$ cat config.mk
export PLATFORM = sky130hd
export DESIGN_NAME = triplet_to_csc_assembler_core
export DESIGN_NICKNAME = d
export VERILOG_FILES = /design/src/design/tcsc_pkg.sv /design/src/design/tcsc_step.sv /design/src/design/tcsc_queue.sv /design/src/design/triplet_to_csc_assembler_core.sv
export SDC_FILE = /design/constraint.sdc
export NUM_CORES = 2
export LEC_CHECK = 0
export ABC_AREA = 1
export BUFFER_PORTS_ARGS = -buffer_cell sky130_fd_sc_hd__buf_2
export CAP_MARGIN = 20
export CORE_UTILIZATION = 40
export CTS_BUF_LIST = sky130_fd_sc_hd__clkbuf_4 sky130_fd_sc_hd__clkbuf_8
export DETAILED_ROUTE_END_ITERATION = 6
export PLACE_DENSITY = 0.58
export SKIP_CTS_REPAIR_TIMING = 1
export SLEW_MARGIN = 20
export SYNTH_ARGS = -nofsm -noshare
export SYNTH_HDL_FRONTEND = slang
export SYNTH_SLANG_ARGS = --single-unit
$ cat constraint.sdc
create_clock -name clk -period 16.8 [get_ports clk]
set_input_delay 5.04 -clock clk [delete_from_list [all_inputs] [get_ports clk]]
set_output_delay 5.04 -clock clk [all_outputs]
set_load 0.01 [all_outputs]
$ cat src/design/tcsc_pkg.sv
package tcsc_pkg;

  localparam int COL_W       = 10;
  localparam int DIM_W       = 11;
  localparam int PTR_W       = 13;
  localparam int THR_W       = 47;
  localparam int CFG_DATA_W  = 47;
  localparam int MAX_DIM     = 1024;
  localparam int MAX_NONZERO = 4096;
  localparam int VALUE_WIDTH = 48;
  localparam int RES_LANES   = 4;
  localparam int QUEUE_DEPTH = 8;

  localparam logic [DIM_W-1:0] DIM_RESET = DIM_W'(1024);
  localparam logic [THR_W-1:0] THR_RESET = THR_W'(16);

  localparam logic KIND_ENTRY = 1'b0;
  localparam logic KIND_RANGE = 1'b1;

  typedef enum logic [0:0] {
    CFG_DIMENSION      = 1'b0,
    CFG_DROP_THRESHOLD = 1'b1
  } cfg_idx_t;

  typedef struct packed {
    logic [DIM_W-1:0] dim;
    logic [THR_W-1:0] thr;
  } cfg_t;

  typedef struct packed {
    logic             kind;
    logic [COL_W-1:0] row;
    logic [DIM_W-1:0] first;
    logic [DIM_W-1:0] last;
    logic [PTR_W-1:0] ptr;
    logic             eor;
  } res_hdr_t;

endpackage

$ cat src/design/tcsc_step.sv
module tcsc_step #(
  parameter int VALUE_WIDTH = tcsc_pkg::VALUE_WIDTH
) (
  input  logic                          clk,
  input  logic                          rst_n,
  input  tcsc_pkg::cfg_t                cfg,
  input  logic                          in_valid,
  output logic                          in_stall,
  input  logic [tcsc_pkg::COL_W-1:0]    in_col,
  input  logic [tcsc_pkg::COL_W-1:0]    in_row,
  input  logic signed [VALUE_WIDTH-1:0] in_val,
  input  logic                          in_fin,
  input  logic                          room,
  output logic [tcsc_pkg::RES_LANES-1:0] push_vld,
  output tcsc_pkg::res_hdr_t            push_hdr [tcsc_pkg::RES_LANES],
  output logic signed [VALUE_WIDTH-1:0] push_val [tcsc_pkg::RES_LANES]
);

  localparam int MAX_NONZERO = tcsc_pkg::MAX_NONZERO;
  localparam int CNT_W = $clog2(MAX_NONZERO + 1);
  localparam int COL_W = tcsc_pkg::COL_W;
  localparam int DIM_W = tcsc_pkg::DIM_W;
  localparam int PTR_W = tcsc_pkg::PTR_W;
  localparam logic signed [VALUE_WIDTH-1:0] VMAX = {1'b0, {(VALUE_WIDTH-1){1'b1}}};
  localparam logic signed [VALUE_WIDTH-1:0] VMIN = {1'b1, {(VALUE_WIDTH-1){1'b0}}};

  function automatic logic [VALUE_WIDTH-1:0] mag(input logic signed [VALUE_WIDTH-1:0] s);
    mag = s[VALUE_WIDTH-1] ? (~s + VALUE_WIDTH'(1)) : s;
  endfunction

  logic                          vld_r;
  logic [COL_W-1:0]              col_r;
  logic [COL_W-1:0]              row_r;
  logic signed [VALUE_WIDTH-1:0] val_r;
  logic                          fin_r;

  logic [COL_W-1:0]              ocol_r, ocol_nxt;
  logic [COL_W-1:0]              orow_r, orow_nxt;
  logic signed [VALUE_WIDTH-1:0] sum_r, sum_nxt;
  logic [CNT_W-1:0]              cnt_r, cnt_nxt;

  logic                          fire;
  logic                          same;
  logic signed [VALUE_WIDTH:0]   wide;
  logic signed [VALUE_WIDTH-1:0] sum_add;
  logic signed [VALUE_WIDTH-1:0] sum_mid;
  logic [VALUE_WIDTH-1:0]        thr_cmp;
  logic [DIM_W-1:0]              dim_cl;
  logic                          e1, r1, e2, r2;
  logic [CNT_W-1:0]              cnt1, cnt2;
  logic [tcsc_pkg::RES_LANES-1:0] v;

  assign fire     = vld_r && room;
  assign in_stall = vld_r && !room;

  always_comb begin
    same    = (col_r == ocol_r) && (row_r == orow_r);
    wide    = {sum_r[VALUE_WIDTH-1], sum_r} + {val_r[VALUE_WIDTH-1], val_r};
    if (wide[VALUE_WIDTH] != wide[VALUE_WIDTH-1]) begin
      sum_add = wide[VALUE_WIDTH] ? VMIN : VMAX;
    end else begin
      sum_add = wide[VALUE_WIDTH-1:0];
    end
    sum_mid = same ? sum_add : val_r;
    thr_cmp = VALUE_WIDTH'((VALUE_WIDTH-1)'(cfg.thr));
    dim_cl  = (cfg.dim > DIM_W'(tcsc_pkg::MAX_DIM)) ? DIM_W'(tcsc_pkg::MAX_DIM) : cfg.dim;

    e1   = !same && (mag(sum_r) > thr_cmp) && (cnt_r < CNT_W'(MAX_NONZERO));
    cnt1 = cnt_r + CNT_W'(e1);
    r1   = !same && (col_r > ocol_r);
    e2   = fin_r && (mag(sum_mid) > thr_cmp) && (cnt1 < CNT_W'(MAX_NONZERO));
    cnt2 = cnt1 + CNT_W'(e2);
    r2   = fin_r && ({1'b0, col_r} < dim_cl);
    v    = {r2, e2, r1, e1};

    push_vld = fire ? v : '0;

    push_hdr[0] = '{kind: tcsc_pkg::KIND_ENTRY, row: orow_r, first: '0, last: '0,
                    ptr: '0, eor: v[0] && !(|v[3:1])};
    push_val[0] = sum_r;
    push_hdr[1] = '{kind: tcsc_pkg::KIND_RANGE, row: '0,
                    first: {1'b0, ocol_r} + DIM_W'(1), last: {1'b0, col_r},
                    ptr: PTR_W'(cnt1), eor: v[1] && !(|v[3:2])};
    push_val[1] = '0;
    push_hdr[2] = '{kind: tcsc_pkg::KIND_ENTRY, row: row_r, first: '0, last: '0,
                    ptr: '0, eor: v[2] && !v[3]};
    push_val[2] = sum_mid;
    push_hdr[3] = '{kind: tcsc_pkg::KIND_RANGE, row: '0,
                    first: {1'b0, col_r} + DIM_W'(1), last: dim_cl,
                    ptr: PTR_W'(cnt2), eor: v[3]};
    push_val[3] = '0;

    ocol_nxt = ocol_r;
    orow_nxt = orow_r;
    sum_nxt  = sum_r;
    cnt_nxt  = cnt_r;
    if (fire) begin
      if (fin_r) begin
        ocol_nxt = '0;
        orow_nxt = '0;
        sum_nxt  = '0;
        cnt_nxt  = '0;
      end else begin
        ocol_nxt = col_r;
        orow_nxt = row_r;
        sum_nxt  = sum_mid;
        cnt_nxt  = cnt1;
      end
    end
  end

  always_ff @(posedge clk) begin
    if (!rst_n) begin
      vld_r  <= 1'b0;
      ocol_r <= '0;
      orow_r <= '0;
      sum_r  <= '0;
      cnt_r  <= '0;
    end else begin
      if (in_valid && !in_stall) begin
        vld_r <= 1'b1;
      end else if (fire) begin
        vld_r <= 1'b0;
      end
      ocol_r <= ocol_nxt;
      orow_r <= orow_nxt;
      sum_r  <= sum_nxt;
      cnt_r  <= cnt_nxt;
    end
  end

  always_ff @(posedge clk) begin
    if (in_valid && !in_stall) begin
      col_r <= in_col;
      row_r <= in_row;
      val_r <= in_val;
      fin_r <= in_fin;
    end
  end

endmodule

$ cat src/design/tcsc_queue.sv
module tcsc_queue #(
  parameter int VALUE_WIDTH = tcsc_pkg::VALUE_WIDTH
) (
  input  logic                           clk,
  input  logic                           rst_n,
  input  logic [tcsc_pkg::RES_LANES-1:0] push_vld,
  input  tcsc_pkg::res_hdr_t             push_hdr [tcsc_pkg::RES_LANES],
  input  logic signed [VALUE_WIDTH-1:0]  push_val [tcsc_pkg::RES_LANES],
  output logic                           room,
  output logic                           out_valid,
  input  logic                           out_stall,
  output tcsc_pkg::res_hdr_t             out_hdr,
  output logic signed [VALUE_WIDTH-1:0]  out_val
);

  localparam int DEPTH = tcsc_pkg::QUEUE_DEPTH;
  localparam int LANES = tcsc_pkg::RES_LANES;
  localparam int AW    = $clog2(DEPTH);
  localparam int CW    = $clog2(DEPTH + 1);

  tcsc_pkg::res_hdr_t            hdr_r [DEPTH];
  logic signed [VALUE_WIDTH-1:0] val_r [DEPTH];
  logic [AW-1:0]                 wr_ptr_r, wr_ptr_nxt;
  logic [AW-1:0]                 rd_ptr_r, rd_ptr_nxt;
  logic [CW-1:0]                 cnt_r, cnt_nxt;
  logic [AW-1:0]                 wr_idx [LANES];
  logic [CW-1:0]                 push_n;
  logic                          pop;

  assign out_valid = (cnt_r != '0);
  assign room      = (cnt_r <= CW'(DEPTH - LANES));
  assign pop       = out_valid && !out_stall;
  assign out_hdr   = hdr_r[rd_ptr_r];
  assign out_val   = val_r[rd_ptr_r];

  always_comb begin
    logic [AW-1:0] offs;
    offs   = '0;
    push_n = '0;
    for (int j = 0; j < LANES; j++) begin
      wr_idx[j] = wr_ptr_r + offs;
      offs      = offs + AW'(push_vld[j]);
      push_n    = push_n + CW'(push_vld[j]);
    end
    wr_ptr_nxt = wr_ptr_r + AW'(push_n);
    rd_ptr_nxt = rd_ptr_r + AW'(pop);
    cnt_nxt    = cnt_r + push_n - CW'(pop);
  end

  always_ff @(posedge clk) begin
    if (!rst_n) begin
      wr_ptr_r <= '0;
      rd_ptr_r <= '0;
      cnt_r    <= '0;
    end else begin
      wr_ptr_r <= wr_ptr_nxt;
      rd_ptr_r <= rd_ptr_nxt;
      cnt_r    <= cnt_nxt;
    end
  end

  always_ff @(posedge clk) begin
    for (int j = 0; j < LANES; j++) begin
      if (push_vld[j]) begin
        hdr_r[wr_idx[j]] <= push_hdr[j];
        val_r[wr_idx[j]] <= push_val[j];
      end
    end
  end

endmodule

$ cat src/design/triplet_to_csc_assembler_core.sv
// Triplet to CSC assembler.
// Input channel (in_*): one triplet per word, ordered by column then row; the
// word flagged in_final_triplet closes the matrix. Output channel (out_*): a
// stream of nonzero entry words (out_kind 0) and column pointer range words
// (out_kind 1); out_end_of_run marks the last word caused by one triplet.
// Configuration (cfg_*): index 0 dimension, index 1 drop threshold; cfg_ready
// is always high. Write only while the block is idle.
// A triplet's words are formed from the input register and written into the
// queue, from which the output port offers them.
// Throughput: one triplet per cycle while each gives at most one word and the
// receiver does not stall; a triplet giving k words offers them one by one on the
// single output port, and up to four words come from one triplet. An input
// register feeds the accumulate and flush logic, whose words go into an eight
// word queue; a triplet is processed once the queue has room for four words.
// When the receiver stalls, the queue fills and in_stall rises; nothing is lost.
// Reset clears the queue and the running state and loads dimension 1024 and
// threshold 16.
module triplet_to_csc_assembler_core #(
  parameter int VALUE_WIDTH = tcsc_pkg::VALUE_WIDTH
) (
  input  logic                              clk,
  input  logic                              rst_n,
  input  logic                              cfg_valid,
  output logic                              cfg_ready,
  input  logic [0:0]                        cfg_index,
  input  logic [tcsc_pkg::CFG_DATA_W-1:0]   cfg_data,
  input  logic                              in_valid,
  output logic                              in_stall,
  input  logic [tcsc_pkg::COL_W-1:0]        in_col_index,
  input  logic [tcsc_pkg::COL_W-1:0]        in_row_index,
  input  logic signed [VALUE_WIDTH-1:0]     in_entry_in,
  input  logic                              in_final_triplet,
  output logic                              out_valid,
  input  logic                              out_stall,
  output logic                              out_kind,
  output logic [tcsc_pkg::COL_W-1:0]        out_entry_row,
  output logic signed [VALUE_WIDTH-1:0]     out_entry_out,
  output logic [tcsc_pkg::DIM_W-1:0]        out_range_first,
  output logic [tcsc_pkg::DIM_W-1:0]        out_range_last,
  output logic [tcsc_pkg::PTR_W-1:0]        out_pointer_value,
  output logic                              out_end_of_run
);

  tcsc_pkg::cfg_t                 cfg_r;
  logic                           room;
  logic [tcsc_pkg::RES_LANES-1:0] push_vld;
  logic [tcsc_pkg::RES_LANES-1:0] push_eor;
  tcsc_pkg::res_hdr_t             push_hdr [tcsc_pkg::RES_LANES];
  logic signed [VALUE_WIDTH-1:0]  push_val [tcsc_pkg::RES_LANES];
  tcsc_pkg::res_hdr_t             head;

  assign cfg_ready = 1'b1;

  always_ff @(posedge clk) begin
    if (!rst_n) begin
      cfg_r.dim <= tcsc_pkg::DIM_RESET;
      cfg_r.thr <= tcsc_pkg::THR_RESET;
    end else if (cfg_valid && cfg_ready) begin
      case (tcsc_pkg::cfg_idx_t'(cfg_index))
        tcsc_pkg::CFG_DIMENSION:      cfg_r.dim <= cfg_data[tcsc_pkg::DIM_W-1:0];
        tcsc_pkg::CFG_DROP_THRESHOLD: cfg_r.thr <= cfg_data[tcsc_pkg::THR_W-1:0];
        default: ;
      endcase
    end
  end

  tcsc_step #(
    .VALUE_WIDTH(VALUE_WIDTH)
  ) u_step (
    .clk      (clk),
    .rst_n    (rst_n),
    .cfg      (cfg_r),
    .in_valid (in_valid),
    .in_stall (in_stall),
    .in_col   (in_col_index),
    .in_row   (in_row_index),
    .in_val   (in_entry_in),
    .in_fin   (in_final_triplet),
    .room     (room),
    .push_vld (push_vld),
    .push_hdr (push_hdr),
    .push_val (push_val)
  );

  tcsc_queue #(
    .VALUE_WIDTH(VALUE_WIDTH)
  ) u_queue (
    .clk       (clk),
    .rst_n     (rst_n),
    .push_vld  (push_vld),
    .push_hdr  (push_hdr),
    .push_val  (push_val),
    .room      (room),
    .out_valid (out_valid),
    .out_stall (out_stall),
    .out_hdr   (head),
    .out_val   (out_entry_out)
  );

  assign out_kind          = head.kind;
  assign out_entry_row     = head.row;
  assign out_range_first   = head.first;
  assign out_range_last    = head.last;
  assign out_pointer_value = head.ptr;
  assign out_end_of_run    = head.eor;

  always_comb begin
    for (int j = 0; j < tcsc_pkg::RES_LANES; j++) begin
      push_eor[j] = push_vld[j] && push_hdr[j].eor;
    end
  end

  a_push_needs_room: assert property (@(posedge clk) disable iff (!rst_n)
    (|push_vld) |-> room)
    else $error("words pushed without queue room");

  a_one_eor: assert property (@(posedge clk) disable iff (!rst_n)
    (|push_vld) |-> $onehot(push_eor))
    else $error("pushed group lacks a single end of run");

  a_stall_no_push: assert property (@(posedge clk) disable iff (!rst_n)
    in_stall |-> (push_vld == '0))
    else $error("push while input stalled");

  a_reset_empty: assert property (@(posedge clk)
    !rst_n |=> !out_valid)
    else $error("output valid after reset");

endmodule

### Word-level counts from Yosys, hierarchy flattened

Memories as Yosys holds them, arrays and structs flattened. A register that Yosys moved wholly into a read port is not among the register bits.
Cells that the tools add are included.

* register bits after elaboration: 219
* bits in writable memories: 760
* input bits: 122
* output and inout port bits: 98
* logic and storage cells: 99
* memories kept: 2

* $add $sub $neg: 19
* order comparisons: 8
* eq/ne operators: 3
* muxes and demuxes: 23
* bitwise gates (word level): 3
* reduce and logical (&&, ||, !) cells: 27

Memories
* u_queue.val_r: depth 8, width 48, rd ports 1, clocked after memory_dff 1, write ports 4, RTL line tcsc_queue.sv:22 `logic signed [VALUE_WIDTH-1:0] val_r [DEPTH];`
* u_queue.hdr_r: depth 8, width 47, rd ports 1, clocked after memory_dff 1, write ports 4, RTL line tcsc_queue.sv:21 `tcsc_pkg::res_hdr_t hdr_r [DEPTH];`

Operators by type and width (number)
* $mux 48: 6
* $add 48x2->48 const B: 2
* $gt 48x47->1: 2
* $not 48->48: 2
* $add 48x48->49: 1
* $add 13x1->13: 2
* $lt 13x13->1 const B: 2
* $add 10x1->11 const B: 2
* $eq 10x10->1: 2
* $mux 10: 2
* $logic_and 1x1->1: 14
* $mux 13: 1
* $gt 11x11->1 const B: 1
* $lt 10x11->1: 1
* $mux 11: 1
* $gt 10x10->1: 1
* $mux 1: 10
* $add 3x1->3: 3
* $add 3x3->3: 3
* $add 4x1->4: 2
* $logic_not 1->1: 7
* $mux 3: 2
* $add 1x1->2: 2
* $add 4x4->4: 1
* other kinds (10): 11

### Depth between registers and ports, before layout

* depth in word-level cells: 16
* depth in mapped cells: 63
* mapped depth without buffers: 59

### By module

A second synthesis with hierarchy kept.

* cell total of the unflattened synthesis: 13604
* area total of the unflattened synthesis: 85056.6 µm²

Modules (own cells, without submodules)
* tcsc_queue: instances 1, cells an instance 10501, area each 64891.0 µm², sequential area each 23022.1 µm²
* tcsc_step: instances 1, cells an instance 2826, area each 18004.8 µm², sequential area each 3713.6 µm²
* triplet_to_csc_assembler_core: instances 1, cells an instance 277, area each 2160.8 µm², sequential area each 1161.1 µm²

### Worst setup path before layout

Ideal clock, no wire load.

* kind: register to register
* start point: reg u_step.val_r[35]
* end point: mem u_queue.hdr_r[1][0] in the netlist's numbering (enable)
* library setup time: 0.598 ns
* arrival time: 9.205 ns
* data required time: 16.202 ns
* path slack: 6.997 ns
* cell stages (with the launch flop): 57
* buffers on the path: 7
* period minus slack after synthesis: 9.803 ns
* cell sequence: edfxtp_1 -> ha_1 -> nand2_1 -> inv_1 -> nand2_1 -> nor3_1 -> nand2_1 -> o21bai_1 -> nand3_1 -> nand2_1 -> nand3_1 -> xor2_1 -> inv_1 -> ha_1 -> clkbuf_1 -> inv_1 -> clkbuf_1 -> nand2_1 -> [21 not listed] -> nand2_1 -> nand2_1 -> nand2_1 -> a21boi_0 -> nor2_1 -> nor2_4 -> buf_2 -> buf_2 -> nand2_1 -> fa_1 -> fa_1 -> or2_2 -> nand2_1 -> inv_1 -> nand4_1 -> clkbuf_1 -> clkbuf_1 -> nand3_1

RTL lines
* start: declaration: RTL line tcsc_step.sv:34 `logic signed [VALUE_WIDTH-1:0] val_r;`
* start signal: assignment: RTL line tcsc_step.sv:136 `val_r <= in_val;`
* end: declaration: RTL line tcsc_queue.sv:21

==> impl_metrics.yaml <==
route:
  via_per_inst: 5.80
  initialDrtViolationCount: 9195
  wl_per_cell_um: 24.8
  wirelength_mm: 321
  via_count: 74864
  drtAntennaViolNets: 0
  firstDrtPassIters: 7
  drc: 2
synth:
  synthMuxAreaShare_pct: 0
  synth-adder-area-share_pct: 3.57
  synth_top_family_by_area: "simple AND/OR/NAND/NOR gates"
  synth_seq_area_share_pct: 33.7
  syn_area_per_cell_um2: 6.32
  synth-edff-count: 357
  yosys_warnings: 0
  async_flop_share_pct: 0
  syn_inst: 10891
  ys_ff_latch: 979
  synth_xor_area_share_pct: 1.65
  yosysUniqueCellTypes: 54
  ys.flop_type: "dfxtp_1"
  synthSimpleGateAreaFrac_pct: 36.8
  syn-num-nets: 11205
  syn_area_mm2: 0.0688
  synth-compound-area-share_pct: 10.7
global_routing:
  grt_remaining_overflow: 0
  gr-usage-all-layers_pct: 35.8
  grt_max_degree: 201
  grt_pass1_vias: 69427
  grt_pass1_wl_mm: 468
  antenna_found_initial: 4
timing:
  postLayoutSetupSlackWorst_ns: 4.31
  setup_viol: 0
  rsz0062_at_grt: "no"
  fmax_mhz: 80.1
  finalSetupTns_ns: 0
  period_share_pct: 74.3
  fin_worst_skew_ns: 0.0944
  report.final.slew_viol_count: 0
  finalHoldViolations: 0
  max-slew-margin-rel_pct: 18.0
  period_needed_ns: 12.49
  worst_pin_slew_ns: 1.22
power:
  peakVddDrop_uv: 142
  p_leak_nw: 39.7
  power_density_mw_per_mm2: 131
place:
  port_buffers: 218
  place_congestion: 0.979
  place_ws_ns: 4.64
  hpwlAfterDp_mm: 193
cts:
  clk_pin_slew_ns: 0.06
  htree_levels: 4
  cts.sink_count: 979
  cts_tree: "done"
  worst_skew_pair.late_latency_ns: 1.03
  root_buffer: "clkbuf_8"
  cts_max_path_buffers: 3
  cts_made_buffers: 181
critical_path:
  max_stage_delay_ns: 0.95
  start_kind: "flop"
  endpoint_kind: "flop"
  crit_slowest_cell: "buf_4"
  r2r_start: "u_step.sum_r[1]"
  cp_max_fo: 68
  worst-setup-path-type: "flop to flop"
  critical_path_arrival_ns: 13.23
  cp-startpoint: "u_step.sum_r[1]"
  worstPathRequired_ns: 17.54
hold_path:
  worstHoldStart: "u_queue.hdr_r[0][46]"
  hold_path.class: "flop to flop"
floorplanning:
  ios: 220
  die_area_mm2: 0.174
  start_util_pct: 40.5
  rows: 151
  core_mm2: 0.170
  die_w_um: 417
  die_h_um: 417
run_status:
  status: "finished, violations left"
  violations: "DRC"
cells_and_area:
  num-nets-final: 10851
  syn2layout_area_growth_pct: 8.17
  mostFrequentLayoutCell: "nand2_1"
  final_util_pct: 43.8
  final_layout_size_suffix_gt1_share_pct: 7.41
  fillers: 18044
  final_cell_mix: "2722 x nand2_1, 1441 x nor2_1, 1426 x inv_1"
job:
  max-cap-violations: 0
## cell usage after synthesis (44+ instances only)
library cell     n  share of area, %
inv_1         1435               7.8
dfxtp_1        622                18
clkbuf_1       618               3.4
o21ai_1         58              0.42
edfxtp_1       357                16
buf_2          120              0.87
a21oi_1        400               2.9
xor2_1         116               1.5
a221oi_1        61              0.78
ha_1           185               3.4
nor3_1          45              0.33
a31oi_1        105              0.95
nor2_1        1460               8.0
buf_1          131              0.71
o21ai_0        646               4.7
nand2_1       2733                15
nand3_1        548               4.0
nand4_1        960               8.7
clkinv_1        44              0.24
## state kept, by name, indices dropped and copies added (netlist names)
register and count:
cfg_r 58, u_queue.cnt_r 4, u_queue.hdr_r 376, u_queue.rd_ptr_r 3, u_queue.val_r 384, u_queue.wr_ptr_r 3, u_step.cnt_r 13, u_step.col_r 10
u_step.fin_r 1, u_step.ocol_r 10, u_step.orow_r 10, u_step.row_r 10, u_step.sum_r 48, u_step.val_r 48, u_step.vld_r 1
## final cells by class
class | instances | area (µm²) | share of cell area [%]
Clock inverter | 57 | 493 | 0.662
Antenna cell | 5 | 12.5 | 0.0168
Multi-Input combinational cell | 7516 | 36600 | 49.1
Tap cell | 2218 | 2780 | 3.73
Clock buffer | 276 | 3440 | 4.62
Inverter | 1496 | 5660 | 7.61
Timing Repair Buffer | 363 | 2320 | 3.12
Sequential cell | 979 | 23200 | 31.1
## worst max-delay path: cells and delay by family (launching register included)
kind	cells	cell delay, ns
compound gates	2	0.54
flops	1	0.55
fa+ha+maj	6	1.65
buf+inv	13	3.13
xor+xnor	2	0.42
simple gates	29	5.82
## path summary, 6_finish.rpt
path / to / slack (ns) / cells after the start
hold reg to reg: u_queue.hdr_r[0][46] / 0.46 / 2
setup / recovery: u_queue.hdr_r[0][0] / 4.31 / 52
hold / removal: u_queue.hdr_r[0][46] / 0.46 / 2
setup reg to reg: u_queue.hdr_r[0][0] / 4.31 / 52
## per-stage QoR
step           hold WS (ns)  power (mW)  cells  instance area [µm²]
6_report              0.458        9.78  12910                74400
5_1_grt               0.470        10.3  12908                74400
4_1_cts               0.457        9.71  12902                74300
3_5_place_dp          0.442        7.15  12569                70400
3_3_place_gp          0.439        7.11  12568                70400
2_1_floorplan         0.414        5.65  10891                68800
## logic make-up (layout without fill, tap and decap cells)
kind of cell	count (synthesis)	in the layout
adders and majority gates	192	192
xor gates and xnor gates	130	130
buffers and inverters	2396	2192
other	1	6
and+or+nand+nor	5832	5832
AOI/OAI and AO/OA	1361	1361
DFF	979	979
## power breakdown
part / switching [mW] / internal [mW]
Combinational: 2.90 / 1.12
Clock: 1.18 / 1.39
Sequential: 0.235 / 2.94
Total: 4.32 / 5.46
## routing by layer
layer | share of wire [%] | vias up | GRT usage, % | wire length, µm
met4 | 6.0 | 2 | 19.9 | 19200
met5 | 0.0056 | - | 0 | 18
met1 | 39 | 34749 | 44.9 | 124000
met2 | 45 | 4475 | 57.4 | 144000
met3 | 10 | 975 | 7.18 | 33200
li1 | - | 34663 | - | -
No activity file was read; power rests on OpenSTA's default activity.
